### src/hw/rtl/multiply_divide_64_unit_macros.svh
// ---------------------------------------------------------------------------
// Assertion macros for the multiply-then-divide unit
// Short wrappers so that the checks at the end of the module stay one line.
// ---------------------------------------------------------------------------
`ifndef MULTIPLY_DIVIDE_64_UNIT_MACROS_SVH
`define MULTIPLY_DIVIDE_64_UNIT_MACROS_SVH

// Same-cycle implication, disabled while reset is asserted
`define MDU_ASSERT_NOW(label, ante, cons, msg) \
  label: assert property (@(posedge clk) disable iff (!rst_n) (ante) |-> (cons)) \
    else $error(msg);

// Next-cycle implication, disabled while reset is asserted
`define MDU_ASSERT_NEXT(label, ante, cons, msg) \
  label: assert property (@(posedge clk) disable iff (!rst_n) (ante) |=> (cons)) \
    else $error(msg);

`endif

### src/hw/rtl/mdu_pkg.sv
// ---------------------------------------------------------------------------
// Multiply-then-divide unit package
// Field widths and bus packing constants shared by the unit and its ports.
// ---------------------------------------------------------------------------
package mdu_pkg;

  // Width of every operand and result field on the bus
  localparam int FIELD_W = 64;

  // Default arithmetic width inside the unit
  localparam int DATA_WIDTH_DEF = 64;

  // Input tdata: operand, multiplier, divisor
  localparam int IN_TDATA_W = 3 * FIELD_W;

  // Output tdata: quotient
  localparam int OUT_TDATA_W = FIELD_W;

endpackage

### src/hw/rtl/multiply_divide_64_unit.sv
// ---------------------------------------------------------------------------
// Multiply-then-divide unit
// Returns floor(operand * multiplier / divisor) from the full double-width
// product, truncated to DATA_WIDTH bits; a zero divisor gives zero and a flag.
// ---------------------------------------------------------------------------
// Usage:
//   Input channel in_*: one transaction carries operand, multiplier and
//   divisor. in_tready is high only while the unit is idle; it drops as soon
//   as a transaction is taken and stays low until the result has been taken.
//   Output channel out_*: one transaction per input, quotient in out_tdata,
//   zero-divisor flag in out_tuser.
//   Timing: one shared adder does all the work. The product is built by
//   shift-and-add, then restoring division runs one quotient bit per
//   cycle. A zero divisor skips the arithmetic and gives its result in the
//   cycle after acceptance. Items do not overlap: a new item is taken only
//   once the previous result has been taken.
//   Reset: synchronous, active low; returns the sequencer to idle and drops
//   out_tvalid. No state survives between items.
//   Stall: the result holds in the output register while out_tready is low,
//   and no new input is taken until it has gone.
// ---------------------------------------------------------------------------
module multiply_divide_64_unit #(
  parameter int DATA_WIDTH = mdu_pkg::DATA_WIDTH_DEF
) (
  input  logic                             clk,
  input  logic                             rst_n,
  input  logic                             in_tvalid,
  output logic                             in_tready,
  // [63:0] operand, [127:64] multiplier, [191:128] divisor
  input  logic [mdu_pkg::IN_TDATA_W-1:0]   in_tdata,
  output logic                             out_tvalid,
  input  logic                             out_tready,
  // [63:0] quotient
  output logic [mdu_pkg::OUT_TDATA_W-1:0]  out_tdata,
  // [0] zero_divisor
  output logic                             out_tuser
);

  import mdu_pkg::*;

  `include "multiply_divide_64_unit_macros.svh"

  localparam int W     = DATA_WIDTH;
  localparam int CNT_W = $clog2(2 * W);

  typedef enum logic [1:0] {
    ST_IDLE,
    ST_MUL,
    ST_DIV,
    ST_DONE
  } state_t;

  state_t             state_r;
  logic [CNT_W-1:0]   cnt_r;
  logic [W-1:0]       a_r;      // multiplicand
  logic [W-1:0]       d_r;      // divisor
  logic [W-1:0]       h_r;      // high half of product / dividend
  logic [W-1:0]       l_r;      // multiplier, low half, then quotient
  logic [W-1:0]       rem_r;
  logic [FIELD_W-1:0] q_out_r;
  logic               zdiv_r;

  logic [W:0]         add_a;
  logic [W:0]         add_b;
  logic               add_cin;
  logic [W+1:0]       sum;
  logic               ge;

  logic [W-1:0]       in_operand;
  logic [W-1:0]       in_multiplier;
  logic [W-1:0]       in_divisor;

  assign in_operand    = in_tdata[W-1:0];
  assign in_multiplier = in_tdata[FIELD_W+W-1:FIELD_W];
  assign in_divisor    = in_tdata[2*FIELD_W+W-1:2*FIELD_W];

  // Shared adder: accumulate in the multiply phase, trial subtract in divide
  always_comb begin
    case (state_r)
      ST_MUL: begin
        add_a   = {1'b0, h_r};
        add_b   = l_r[0] ? {1'b0, a_r} : '0;
        add_cin = 1'b0;
      end
      ST_DIV: begin
        add_a   = {rem_r, h_r[W-1]};
        add_b   = ~{1'b0, d_r};
        add_cin = 1'b1;
      end
      default: begin
        add_a   = '0;
        add_b   = '0;
        add_cin = 1'b0;
      end
    endcase
  end

  assign sum = {1'b0, add_a} + {1'b0, add_b} + (W+2)'(add_cin);
  // carry out of the subtract: shifted remainder not below divisor
  assign ge  = sum[W+1];

  always_ff @(posedge clk) begin
    if (!rst_n) begin
      state_r <= ST_IDLE;
      cnt_r   <= '0;
    end else begin
      case (state_r)
        ST_IDLE: begin
          if (in_tvalid) begin
            a_r   <= in_operand;
            d_r   <= in_divisor;
            l_r   <= in_multiplier;
            h_r   <= '0;
            rem_r <= '0;
            cnt_r <= '0;
            if (in_divisor == '0) begin
              q_out_r <= '0;
              zdiv_r  <= 1'b1;
              state_r <= ST_DONE;
            end else begin
              state_r <= ST_MUL;
            end
          end
        end
        ST_MUL: begin
          // shift the running sum right into the multiplier register
          h_r <= sum[W:1];
          l_r <= {sum[0], l_r[W-1:1]};
          if (cnt_r == CNT_W'(W - 1)) begin
            cnt_r   <= '0;
            state_r <= ST_DIV;
          end else begin
            cnt_r <= cnt_r + 1'b1;
          end
        end
        ST_DIV: begin
          // advance the dividend left, shift the quotient bit in at the bottom
          rem_r <= ge ? sum[W-1:0] : add_a[W-1:0];
          h_r   <= {h_r[W-2:0], l_r[W-1]};
          l_r   <= {l_r[W-2:0], ge};
          if (cnt_r == CNT_W'(2 * W - 1)) begin
            cnt_r   <= '0;
            state_r <= ST_DONE;
          end else begin
            cnt_r <= cnt_r + 1'b1;
          end
        end
        ST_DONE: begin
          if (out_tready) begin
            state_r <= ST_IDLE;
          end
        end
        default: begin
          state_r <= ST_IDLE;
        end
      endcase
      // capture the quotient on the last divide step
      if (state_r == ST_DIV && cnt_r == CNT_W'(2 * W - 1)) begin
        q_out_r <= FIELD_W'({l_r[W-2:0], ge});
        zdiv_r  <= 1'b0;
      end
    end
  end

  assign in_tready  = (state_r == ST_IDLE);
  assign out_tvalid = (state_r == ST_DONE);
  assign out_tdata  = q_out_r;
  assign out_tuser  = zdiv_r;

  `MDU_ASSERT_NOW(a_busy_not_ready, out_tvalid, !in_tready, "input taken while result pending")
  `MDU_ASSERT_NOW(a_zdiv_zero, out_tvalid && out_tuser, out_tdata == '0,
                  "zero divisor, non-zero quotient")
  `MDU_ASSERT_NEXT(a_zdiv_fast, in_tvalid && in_tready && in_divisor == '0,
                   out_tvalid && out_tuser, "zero divisor result late")
  `MDU_ASSERT_NEXT(a_accept_busy, in_tvalid && in_tready, !in_tready, "ready held after accept")
  `MDU_ASSERT_NOW(a_div_nonzero, state_r == ST_DIV, d_r != '0 && rem_r < d_r,
                  "remainder out of range")

endmodule

### config.mk
export PLATFORM = sky130hd
export DESIGN_NAME = multiply_divide_64_unit
export DESIGN_NICKNAME = d
export VERILOG_FILES = /design/src/hw/rtl/mdu_pkg.sv /design/src/hw/rtl/multiply_divide_64_unit.sv
export VERILOG_INCLUDE_DIRS = /design/src /design/src/hw/rtl
export SDC_FILE = /design/constraint.sdc
export NUM_CORES = 1
export LEC_CHECK = 0
export BUFFER_PORTS_ARGS = -buffer_cell sky130_fd_sc_hd__buf_2
export CAP_MARGIN = 20
export CORE_MARGIN = 2
export CORE_UTILIZATION = 30
export CTS_CLUSTER_DIAMETER = 40
export CTS_CLUSTER_SIZE = 28
export DETAILED_ROUTE_END_ITERATION = 8
export SLEW_MARGIN = 25
export SYNTH_ARGS = -nofsm -noshare
export SYNTH_HDL_FRONTEND = slang
export SYNTH_SLANG_ARGS = --single-unit
### constraint.sdc
create_clock -name clk -period 10 [get_ports clk]
set_input_delay 2.5 -clock clk [delete_from_list [all_inputs] [get_ports clk]]
set_output_delay 2.5 -clock clk [all_outputs]
set_load 0.005 [all_outputs]
* After elaboration in Yosys (flattened, before gate mapping)
Index checks and enable logic that the tools add are counted.
** Word-level totals
- Register bits :: 394
- Output and inout port bits :: 67
** Operators by class
- Add/subtract/negate cells :: 3
- Eq/ne operators :: 9
- Multiplexer cells :: 27
- Bitwise operators :: 1
- Reduce and logical (&&, ||, !) cells :: 14
** Operators with widths (number)
- $mux 64 :: 8
- $pmux 64 s3 :: 2
- $pmux 65 s2 :: 2
- $pmux 64 s2 :: 1
- $add 65x65->66 :: 1
- $add 66x1->66 :: 1
- $not 64->65 :: 1
- $logic_not 64->1 :: 1
- $mux 7 :: 3
- $pmux 7 s3 :: 1
- $mux 2 :: 5
- $reduce_and 3->1 :: 3
- $pmux 2 s4 :: 1
- $reduce_and 4->1 :: 2
- $reduce_bool 2->1 :: 4
- $add 7x1->7 const B :: 1
- $eq 7x6->1 const B :: 1
- $eq 7x7->1 const B :: 1
- $ne 2x2->1 const B :: 3
- $eq 2x2->1 const B :: 2
- $mux 1 :: 4
- $reduce_bool 3->1 :: 1
- $eq 2x1->1 const B :: 1
- $logic_not 2->1 :: 1
- 3 further kinds :: 3

* Longest topological paths before layout
Gate-level depths: netlist (run 1).
- Depth after elaboration :: 6
- Depth in mapped cells :: 21
- Gate-level depth less buffers :: 16

* Worst setup path after synthesis (run 1)
OpenSTA, ideal clock, no wires.
- Kind :: input to register
- From :: input port in_tvalid
- To :: register h_r[0], enable pin
- Library setup time :: 0.616 ns
- Arrival time :: 8.173 ns
- Required time :: 9.384 ns
- Setup slack :: 1.211 ns
- Stages on the path :: 3
- Path buffers :: 0
- Path through :: nor2b_1 > or2_2 > nor2_1
** Between the ends
- Longest elaborated chain between the ends :: 2
** Ends and longest elaborated chain
- start, declared :: line multiply_divide_64_unit.sv:27 : input logic in_tvalid,
- $ne 2x2->1 (no source line)
- $reduce_and 3->1 (no source line)
- end signal, assigned :: line multiply_divide_64_unit.sv:127 : h_r <= sum[W:1];
- end signal, assigned :: line multiply_divide_64_unit.sv:139 : h_r <= {h_r[W-2:0], l_r[W-1]};
- end, declared :: line multiply_divide_64_unit.sv:57 : logic [W-1:0] h_r;
No other way between the ends.
A chain may end at the register's enable or synchronous reset.

* Worst setup path after layout (run 1)
- From :: register state_r[0]
- To :: register rem_r[11], data pin
** Between the ends
- Longest elaborated chain between the ends :: 6
** Ends and longest elaborated chain
- start, declared :: line multiply_divide_64_unit.sv:53 : state_t state_r;
- start signal, assigned :: line multiply_divide_64_unit.sv:104 : state_r <= ST_IDLE;
- start signal, assigned :: line multiply_divide_64_unit.sv:119 : state_r <= ST_DONE;
- start signal, assigned :: line multiply_divide_64_unit.sv:121 : state_r <= ST_MUL;
- $eq 2x2->1 / $eq 2x1->1 (equally long branches) :: line multiply_divide_64_unit.sv:79, multiply_divide_64_unit.sv:107
- $pmux 65 s2 :: line multiply_divide_64_unit.sv:79 : case (state_r)
- $add 65x65->66 :: line multiply_divide_64_unit.sv:98 : assign sum = {1'b0, add_a} + {1'b0, add_b} + (W+2)'(add_cin);
- $add 66x1->66 :: line multiply_divide_64_unit.sv:98
- $mux 64 :: line multiply_divide_64_unit.sv:138 : rem_r <= ge ? sum[W-1:0] : add_a[W-1:0];
- $pmux 64 s2 * :: line multiply_divide_64_unit.sv:107 : case (state_r)
- end signal, assigned :: line multiply_divide_64_unit.sv:138
- end, declared :: line multiply_divide_64_unit.sv:59 : logic [W-1:0] rem_r;
Mark *: on every way between the ends. The rest lies on a longest branch, timed or not.

==> results.txt, run 1 <==
Status: complete, no violations
Die W: 271 µm
Worst slack, placed: 3.31 ns
Setup bufs post-CTS: 0
Top cells by count, synth: edfxtp_1 (385), nor2_1 (305), a21oi_1 (202), nand2_1 (184), a22oi_1 (165)
WL met1: 28.5 mm
# DRC: 0
Synth top area share: 54.1%
Post-layout net count: 2538
Critical path type: flip-flop to flip-flop
Max VDD drop: 0.199 mV
Die area: 73400 µm²
Post-Syn Area: 21400 µm²
IO Pins: 263
Crit path max fanout: 65
Number of H-tree levels: 3
Root Driver: clkbuf_16
Pleak: 9.64 nW
Worst slew pin tran: 1.01 ns
Core area: 70300 µm²
Final period util: 66.8%
Num rows: 97
Chip height: 271 µm
F_max: 0.150 GHz
Post-cts sizing count: 0
Min-delay worst type: flip-flop to flip-flop
Hold Slack: 0.477 ns
# setup viols final: 0
Vias/cell: 5.28
Synthesized instance count: 2049
Post-route setup TNS: 0 ns
CP peak stage delay: 0.72 ns
Top Layer Used: met5
Cts hold-fix bufs: 0
RSZ-0062 raised after global routing: false
Synth top area cells: edfxtp_1 (54%), a22oi_1 (5.8%), nor2_1 (5.4%), a21oi_1 (4.7%), ha_1 (4.0%)
Critical Path RT: 10.45 ns
Detailed Route Iter0 Violations: 1651
Most numerous cell on the critical path: buf_4
Remaining global-route overflow: 0
Area Growth Syn to Fin: 22.4%
Synthesized area per cell: 10.4 µm²
Fillers: 6903
DR WL met2: 27.7 mm
Clock Skews: 0.0270 ns
Clk_lat worst skew: 0.62 ns
I/O Buffers: 262
Yosys top cell by area: edfxtp_1
Pwr Total: 7.22 mW
Crit path cell chain: inv_1, ha_4, clkinv_2, buf_4, buf_4, a2bb2oi_1, nor2_1, ha_1, a21o_1, a21o_1, a221oi_1, a2111oi_4, o21ai_2, a21o_2, buf_4, nand2_1, a21oi_1
Longest Clk Path Bufs: 3
Final hold vios: 0
Async S/R FF share, synth: 0%
GRT Total Usage: 16.6%
First-pass detailed-route iteration total: 5
Sequential share of the synthesized area: 54.9%
Critical Path Start Type: flip-flop
Global-route wire length before repair: 96.9 mm
Critical path arrival: 7.14 ns
Syn_nets: 2316
CTS Sinks: 394
Most frequent cell after synthesis: edfxtp_1
Critical Path Sink Type: flip-flop
CTS tree: done
Drt total wl: 62.9 mm
Yosys cell types: 77
Pwr/cell area: 276 nW/µm²
Yosys Warn Count: 0
Buf/Inv on CP: 5
RePlAce Congestion: 0.936
Largest net degree at the start of global routing: 116
CTS Buf Count: 76
Placed Cells incl. Taps: 3133
Slew margin rel.: 30.6%
Slowest CP cell: a221oi_1
Vias: 17.3k
Clock period minus worst slack: 6.68 ns
Final setup margin: 3.32 ns
Starting Density: 30.4%
Routed length per instance: 19.2 µm
Most common flop cell mapped by yosys: edfxtp_1
ANT nets after route: 0
Fraction of layout cells with a size suffix above 1: 19.2%
Synth Register Bits: 394
Antenna violations before repair: 2
Number of flops mapped to enable cells by yosys: 385
HPWL after detailed placement: 43.9 mm
Clock slew at reported path FFs: 0.05 ns
Family with the most delay on the worst path: compound AO/OA/AOI/OAI gates
Number of global-route vias before repair: 16.9k
Post-Layout Cell Count: 3276
Max-slew violation count: 0
Met3 wire len: 5.03 mm
Max-cap violations: 0
==> worst min-delay path: cells and delay by family, from the launching register on <==
| kind | cells | cell delay (ns) |
|---|---|---|
| flip-flops | 1 | 0.32 |
| AND/OR/NAND/NOR | 1 | 0.06 |
| AO/OA/AOI/OAI | 1 | 0.05 |
==> final timing paths <==
path	endpoint	slack, ns	start	cells after the start
min reg2reg	cnt_r[1]	0.48	cnt_r[1]	2
max	rem_r[11]	3.32	state_r[0]	17
max reg2reg	rem_r[11]	3.32	state_r[0]	17
min	cnt_r[1]	0.48	cnt_r[1]	2
==> per-stage QoR <==
stage	utilization (%)	instance area, µm²
finish	37.2	26200
global route	37.2	26200
CTS	37.2	26100
detailed placement	33.5	23600
global placement	33.5	23500
floorplan	-	21400
==> cell type report <==
type | count | area [µm²] | area share [%]
clock buffer | 83 | 1950 | 7.45
inverter | 34 | 131 | 0.502
multi-input combinational | 1484 | 9050 | 34.6
clock inverter | 59 | 644 | 2.46
tap | 940 | 1180 | 4.50
antenna | 1 | 2.50 | 0.00957
timing repair buffer | 281 | 1460 | 5.57
sequential | 394 | 11700 | 44.9
==> routing by layer <==
| layer | vias to the layer above | track usage (%) |
|---|---|---|
| li1 | 8204 | - |
| met1 | 8292 | 23.2 |
| met2 | 705 | 24.9 |
| met3 | 107 | 3.84 |
| met4 | 2 | 6.24 |
| met5 | - | 0 |
==> placed cells by master (no fill, tap or decap), drive strengths merged, types with 30 or more instances in the layout <==
cell type and count:
inv 57, xnor2 33, a2bb2oi 66, nand2 184, clkbuf 83, a21o 32, nand3 30, o21ai 81
nor2 305, a22oi 165, and2 66, a21oi 204, ha 69, buf 281, edfxtp 385
==> sequential cells by signal, indices dropped and copies added, names as in the netlist <==
register and count:
a_r 64, rem_r 64, d_r 64, l_r 64, cnt_r 7, state_r 2, out_tdata 64, h_r 64
out_tuser 1
==> power breakdown <==
part	total, mW	switching (mW)	internal (mW)
clock network	2.57	0.964	1.61
registers	2.37	0.151	2.22
logic	2.28	1.60	0.677
==> logic make-up after synthesis <==
logic type	after synthesis	synth area share [%]
flops	394	54.9
buf+inv	171	3.17
xor+xnor	52	2.13
compound gates	663	20.9
fa+ha+maj	71	4.23
mux	5	0.234
simple gates	693	14.4
Note: power is estimated with default switching activity, not from simulation.
==> run 2: changes to the inputs <==
Clock period 10 ns to 6.2 ns, I/O delays scaled along.
==> run 2 against run 1 <==
Net effect:
- fmax increased by 31%
- via count increased by 0.35%
- hold slack got worse by 0.0033 ns
==> results.txt, run 2 (synthesis results as in run 1) <==
Status: complete, no violations (unchanged)
Most frequent cells in the layout: edfxtp_1 (385), nor2_1 (301), buf_2 (262) (was edfxtp_1 (385), nor2_1 (300), buf_2 (262))
Longest Clk Path Bufs: 3 (unchanged)
RSZ-0062 raised after global routing: false (unchanged)
Remaining global-route overflow: 0 (unchanged)
GRT Total Usage: 17.0% (was 16.6%)
Largest net degree at the start of global routing: 196 (was 116)
Critical path arrival: 5.52 ns (was 7.14 ns)
Die W: 271 µm (unchanged)
Placed instance area: 23800 µm² (was 23600 µm²)
Area occupied by multi-input gates: 9040 µm² (was 9050 µm²)
Drt total wl: 64.3 mm (was 62.9 mm)
Final hold vios: 0 (unchanged)
Post-layout net count: 2554 (was 2538)
Post-cts sizing count: 0 (unchanged)
Max-slew violation count: 0 (unchanged)
Antenna violations before repair: 3 (was 2)
Clock Skews: 0.0277 ns (was 0.0270 ns)
Fillers: 6928 (was 6903)
I/O Buffers: 262 (unchanged)
Placed Cells incl. Taps: 3151 (was 3133)
Pwr/cell area: 442 nW/µm² (was 276 nW/µm²)
CTS tree: done (unchanged)
Area Growth Syn to Fin: 22.9% (was 22.4%)
Hold Slack: 0.474 ns (was 0.477 ns)
Post-Layout Cell Count: 3287 (was 3276)
Starting Density: 30.4% (unchanged)
Register area: 11700 µm² (unchanged)
Crit path max fanout: 195 (was 65)
Pwr Total: 11.6 mW (was 7.22 mW)
Die area: 73400 µm² (unchanged)
Post-route setup TNS: 0 ns (unchanged)
Critical Path RT: 6.62 ns (was 10.45 ns)
Core area: 70300 µm² (unchanged)
ANT nets after route: 0 (unchanged)
Routed length per instance: 19.6 µm (was 19.2 µm)
Root Driver: clkbuf_16 (unchanged)
Number of H-tree levels: 3 (unchanged)
Num rows: 97 (unchanged)
Most common cell after layout, fill and taps aside: edfxtp_1 (unchanged)
Critical path type: flip-flop to flip-flop (unchanged)
Critical Path Sink Type: flip-flop (unchanged)
IO Pins: 263 (unchanged)
RePlAce Congestion: 0.908 (was 0.936)
F_max: 0.196 GHz (was 0.150 GHz)
Chip height: 271 µm (unchanged)
Pleak: 9.72 nW (was 9.64 nW)
Slew margin rel.: 32.5% (was 30.6%)
Design area: 26300 µm² (was 26200 µm²)
CTS Buf Count: 73 (was 76)
Final period util: 82.3% (was 66.8%)
Detailed Route Iter0 Violations: 1772 (was 1651)
Max VDD drop: 0.363 mV (was 0.199 mV)
Fraction of layout cells with a size suffix above 1: 19.5% (was 19.2%)
Worst slew pin tran: 0.987 ns (was 1.01 ns)
Clock period minus worst slack: 5.10 ns (was 6.68 ns)
First-pass detailed-route iteration total: 5 (unchanged)
# setup viols final: 0 (unchanged)
CTS Sinks: 394 (unchanged)
Global-route wire length before repair: 98.7 mm (was 96.9 mm)
Number of global-route vias before repair: 16.8k (was 16.9k)
Setup bufs post-CTS: 0 (unchanged)
Max-cap violations: 0 (unchanged)
HPWL after detailed placement: 46.1 mm (was 43.9 mm)
Clk_lat worst skew: 0.61 ns (was 0.62 ns)
Vias: 17.4k (was 17.3k)
Cts hold-fix bufs: 0 (unchanged)
Min-delay worst type: flip-flop to flip-flop (unchanged)
# DRC: 0 (unchanged)
Clock slew at reported path FFs: 0.05 ns (about the same)
Critical Path Start Type: flip-flop (unchanged)
Vias/cell: 5.28 (about the same)
## run 2: cell type report
class,count,area share [%]
sequential,394,44.7
clock buffer,79,7.12
antenna,1,0.00953
timing repair buffer,300,6.46
multi-input combinational,1484,34.4
clock inverter,55,2.30
inverter,34,0.500
tap,940,4.48
## run 2: final timing paths
kind / from / endpoint / slack, ns / cells after the start
worst min register to register: cnt_r[1] / cnt_r[1] / 0.47 / 2
worst max register to register: state_r[0] / h_r[63] / 1.10 / 16
worst max-delay path: state_r[0] / h_r[63] / 1.10 / 16
worst min-delay path: cnt_r[1] / cnt_r[1] / 0.47 / 2
## run 2: power by group
| part | internal [mW] | leakage [nW] | switching [mW] |
|---|---|---|---|
| registers | 3.58 | 3.86 | 0.244 |
| logic | 1.17 | 4.66 | 2.61 |
| clock network | 2.47 | 1.20 | 1.53 |
## run 2: critical path, stage by stage, from the launching register on
cell	delay [ns]
dfxtp_1	0.35
inv_1	0.19
ha_4	0.20
buf_12	0.63
a22oi_1	0.14
nor2_1	0.27
fa_1	0.26
fa_1	0.25
a211oi_1	0.10
o21a_1	0.24
a21bo_2	0.26
a21o_1	0.26
a311oi_2	0.53
o21bai_1	0.27
o31a_1	0.36
o221a_1	0.28
a311oi_1	0.23
## run 2: through the flow
step	util [%]	setup WS, ns
floorplan	-	0.470
global placement	33.8	1.26
detailed placement	33.8	1.21
CTS	37.3	1.16
global route	37.4	0.852
finish	37.4	1.10
## run 2: layer usage
metal  GRT usage [%]  share of wire [%]  up-vias
met5               0              0.040        -
met4            5.12                1.9        4
met3            3.50                7.7       73
met2            26.5                 45      736
met1            23.7                 45     8317
li1                -                  -     8240
==> run 3: changes to the inputs <==
Clock period 6.2 ns to 4.1 ns, I/O delays scaled along.
==> run 3 against run 2 <==
Net effect:
- worst setup slack worse by 1.1 ns
- cell count is 11% higher
- register-to-register slack worse by 1.1 ns
- fmax is 25% higher
- clock power is 47% higher
- first-iteration DRC count is 1.8% higher
- count of clock-buffer cells in the layout is 5 lower
- sequential cell count stayed put
- global-route usage is 1.1 points higher
- hold slack better by 0.0049 ns
- sequential power is 52% higher
- critical path depth is 4 higher
==> results.txt, run 3 (synthesis results as in run 1) <==
Slew margin rel.: 40.3% (was 32.5%)
Worst slew pin tran: 0.887 ns (was 0.987 ns)
GRT Total Usage: 18.1% (was 17.0%)
CTS Sinks: 394 (unchanged)
Clock period minus worst slack: 4.07 ns (was 5.10 ns)
Critical path arrival: 4.37 ns (was 5.52 ns)
Core area: 70300 µm² (unchanged)
Slowest CP cell: fa_2 (was buf_12)
Critical path type: flip-flop to flip-flop (unchanged)
Critical Path Sink Type: flip-flop (unchanged)
Cts hold-fix bufs: 0 (unchanged)
Root Driver: clkbuf_16 (unchanged)
Max-cap violations: 0 (unchanged)
Die area: 73400 µm² (unchanged)
Routed length per instance: 20.3 µm (was 19.6 µm)
IO Pins: 263 (unchanged)
Clk_lat worst skew: 0.60 ns (was 0.61 ns)
ANT nets after route: 0 (unchanged)
Min-delay worst type: flip-flop to flip-flop (unchanged)
HPWL after detailed placement: 50.9 mm (was 46.1 mm)
I/O Buffers: 262 (unchanged)
CP peak stage delay: 0.40 ns (was 0.63 ns)
Pleak: 11.9 nW (was 9.72 nW)
Max-slew violation count: 0 (unchanged)
Placed Cells incl. Taps: 3468 (was 3151)
Largest net degree at the start of global routing: 86 (was 196)
CTS tree: done (unchanged)
Most numerous cell on the critical path: buf_4 (was fa_1)
RSZ-0062 raised after global routing: true (was false)
Chip height: 271 µm (unchanged)
Num rows: 97 (unchanged)
Detailed Route Iter0 Violations: 1804 (was 1772)
Number of global-route vias before repair: 18.7k (was 16.8k)
# setup viols final: 0 (unchanged)
Crit path cell chain: inv_4, ha_2, and2_4, buf_12, a2bb2oi_2, nor2_1, fa_2, fa_2, a211oi_2, o21a_1, a21bo_2, a21o_4, a311oi_2, buf_4, o21bai_4, buf_4, nand2_1, xnor2_2, buf_4, o21ai_0 (was inv_1, ha_4, buf_12, a22oi_1, nor2_1, fa_1, fa_1, a211oi_1, o21a_1, a21bo_2, a21o_1, a311oi_2, o21bai_1, o31a_1, o221a_1, a311oi_1)
Clock Skews: 0.0365 ns (was 0.0277 ns)
Vias: 19.3k (was 17.4k)
Drt total wl: 74.1 mm (was 64.3 mm)
Starting Density: 30.4% (unchanged)
Critical Path RT: 4.40 ns (was 6.62 ns)
Vias/cell: 5.28 (about the same)
F_max: 0.246 GHz (was 0.196 GHz)
Max VDD drop: 0.494 mV (was 0.363 mV)
Area occupied by multi-input gates: 9960 µm² (was 9040 µm²)
Number of H-tree levels: 3 (unchanged)
Final setup margin: 0.0310 ns (was 1.10 ns)
Antenna violations before repair: 5 (was 3)
CTS Buf Count: 69 (was 73)
Clock slew at reported path FFs: 0.06 ns (was 0.05 ns)
Pwr/cell area: 650 nW/µm² (was 442 nW/µm²)
Crit path max fanout: 8 (was 195)
Post-Layout Cell Count: 3658 (was 3287)
# DRC: 0 (unchanged)
Worst slack, placed: -0.413 ns (was 1.21 ns)
Status: complete, no violations (unchanged)
Final period util: 99.2% (was 82.3%)
Buf/Inv on CP: 5 (was 2)
Final hold vios: 0 (unchanged)
Fillers: 6589 (was 6928)
Most common cell after layout, fill and taps aside: edfxtp_1 (unchanged)
Remaining global-route overflow: 0 (unchanged)
Family with the most delay on the worst path: compound AO/OA/AOI/OAI gates (unchanged)
RePlAce Congestion: 0.959 (was 0.908)
Register area: 11700 µm² (about the same)
Reg2reg setup slack: 0.03 ns (was 1.10 ns)
Critical Path Start Type: flip-flop (unchanged)
Area Growth Syn to Fin: 42.9% (was 22.9%)
First-pass detailed-route iteration total: 5 (unchanged)
Global-route wire length before repair: 105 mm (was 98.7 mm)
Fraction of layout cells with a size suffix above 1: 36.7% (was 19.5%)
Longest Clk Path Bufs: 3 (unchanged)
Most frequent cells in the layout: edfxtp_1 (385), buf_4 (345), nor2_1 (268) (was edfxtp_1 (385), nor2_1 (301), buf_2 (262))
Die W: 271 µm (unchanged)
Post-layout net count: 2926 (was 2554)
-- run 3: cell types whose count changed in the layout (fill, tap and decap cells not counted), sizes merged, moves of 2 or more --
| cell | delta |
|---|---|
| clkbuf | +10 |
| clkinvlp | +4 |
| buf | +359 |
| a21o | +2 |
| inv | -5 |
| clkinv | -3 |
| diode | +3 |
-- run 3: area by class of cell --
| class | instances | share of cell area [%] |
|---|---|---|
| Sequential cell | 394 | 38.4 |
| Clock inverter | 52 | 1.95 |
| Tap cell | 940 | 3.85 |
| Antenna cell | 4 | 0.0328 |
| Timing Repair Buffer | 674 | 16.8 |
| Clock buffer | 74 | 5.85 |
| Multi-Input combinational cell | 1486 | 32.6 |
| Inverter | 34 | 0.483 |
-- run 3: path summary, 6_finish.rpt --
check	startpoint	to	cells after the start
setup / recovery	state_r[1]	h_r[49]	20
hold / removal	cnt_r[1]	cnt_r[1]	2
setup reg to reg	state_r[1]	h_r[49]	20
hold reg to reg	cnt_r[1]	cnt_r[1]	2
-- run 3: worst reg2reg max path, cell delays in order, from the launching register on --
cell	delay (ns)
dfxtp_2	0.36
inv_4	0.05
ha_2	0.17
and2_4	0.21
buf_12	0.17
a2bb2oi_2	0.15
nor2_1	0.07
fa_2	0.40
fa_2	0.36
a211oi_2	0.22
o21a_1	0.18
a21bo_2	0.16
a21o_4	0.18
a311oi_2	0.11
buf_4	0.17
o21bai_4	0.15
buf_4	0.15
nand2_1	0.08
xnor2_2	0.21
buf_4	0.16
o21ai_0	0.06
-- run 3: timing repair --
action,4_1_cts,5_1_grt
setup buffers,8,28
gates cloned,0,25
endpoints found under the setup margin,88,97
pin swaps,22,59
gates resized for setup,57,196
-- run 3: layer usage --
| metal | vias to the layer above | track usage, % | share of wire (%) |
|---|---|---|---|
| met5 | - | 0 | 0 |
| met4 | 0 | 7.14 | 3.2 |
| met2 | 828 | 28.3 | 46 |
| li1 | 8979 | - | - |
| met3 | 150 | 3.67 | 8.1 |
| met1 | 9348 | 24.6 | 43 |
-- run 3: metrics by stage --
step | instance area (µm²) | TNS [ns] | utilization [%] | power (mW) | hold slack, ns
floorplan | 21400 | 0 | - | 9.73 | 0.444
global placement | 26300 | -17.34 | 37.4 | 12.7 | 0.458
detailed placement | 26300 | -25.46 | 37.4 | 12.8 | 0.474
CTS | 29000 | 0 | 41.2 | 18.9 | 0.481
global route | 30500 | -0.478 | 43.5 | 20.8 | 0.506
finish | 30500 | 0 | 43.5 | 19.8 | 0.478
-- run 3: power by group --
part	leakage (nW)	switching, mW	total (mW)	internal [mW]
sequential	3.86	0.385	5.80	5.41
combinational	6.90	4.82	8.17	3.35
clock	1.14	2.23	5.88	3.65
total	11.9	7.43	19.8	12.4
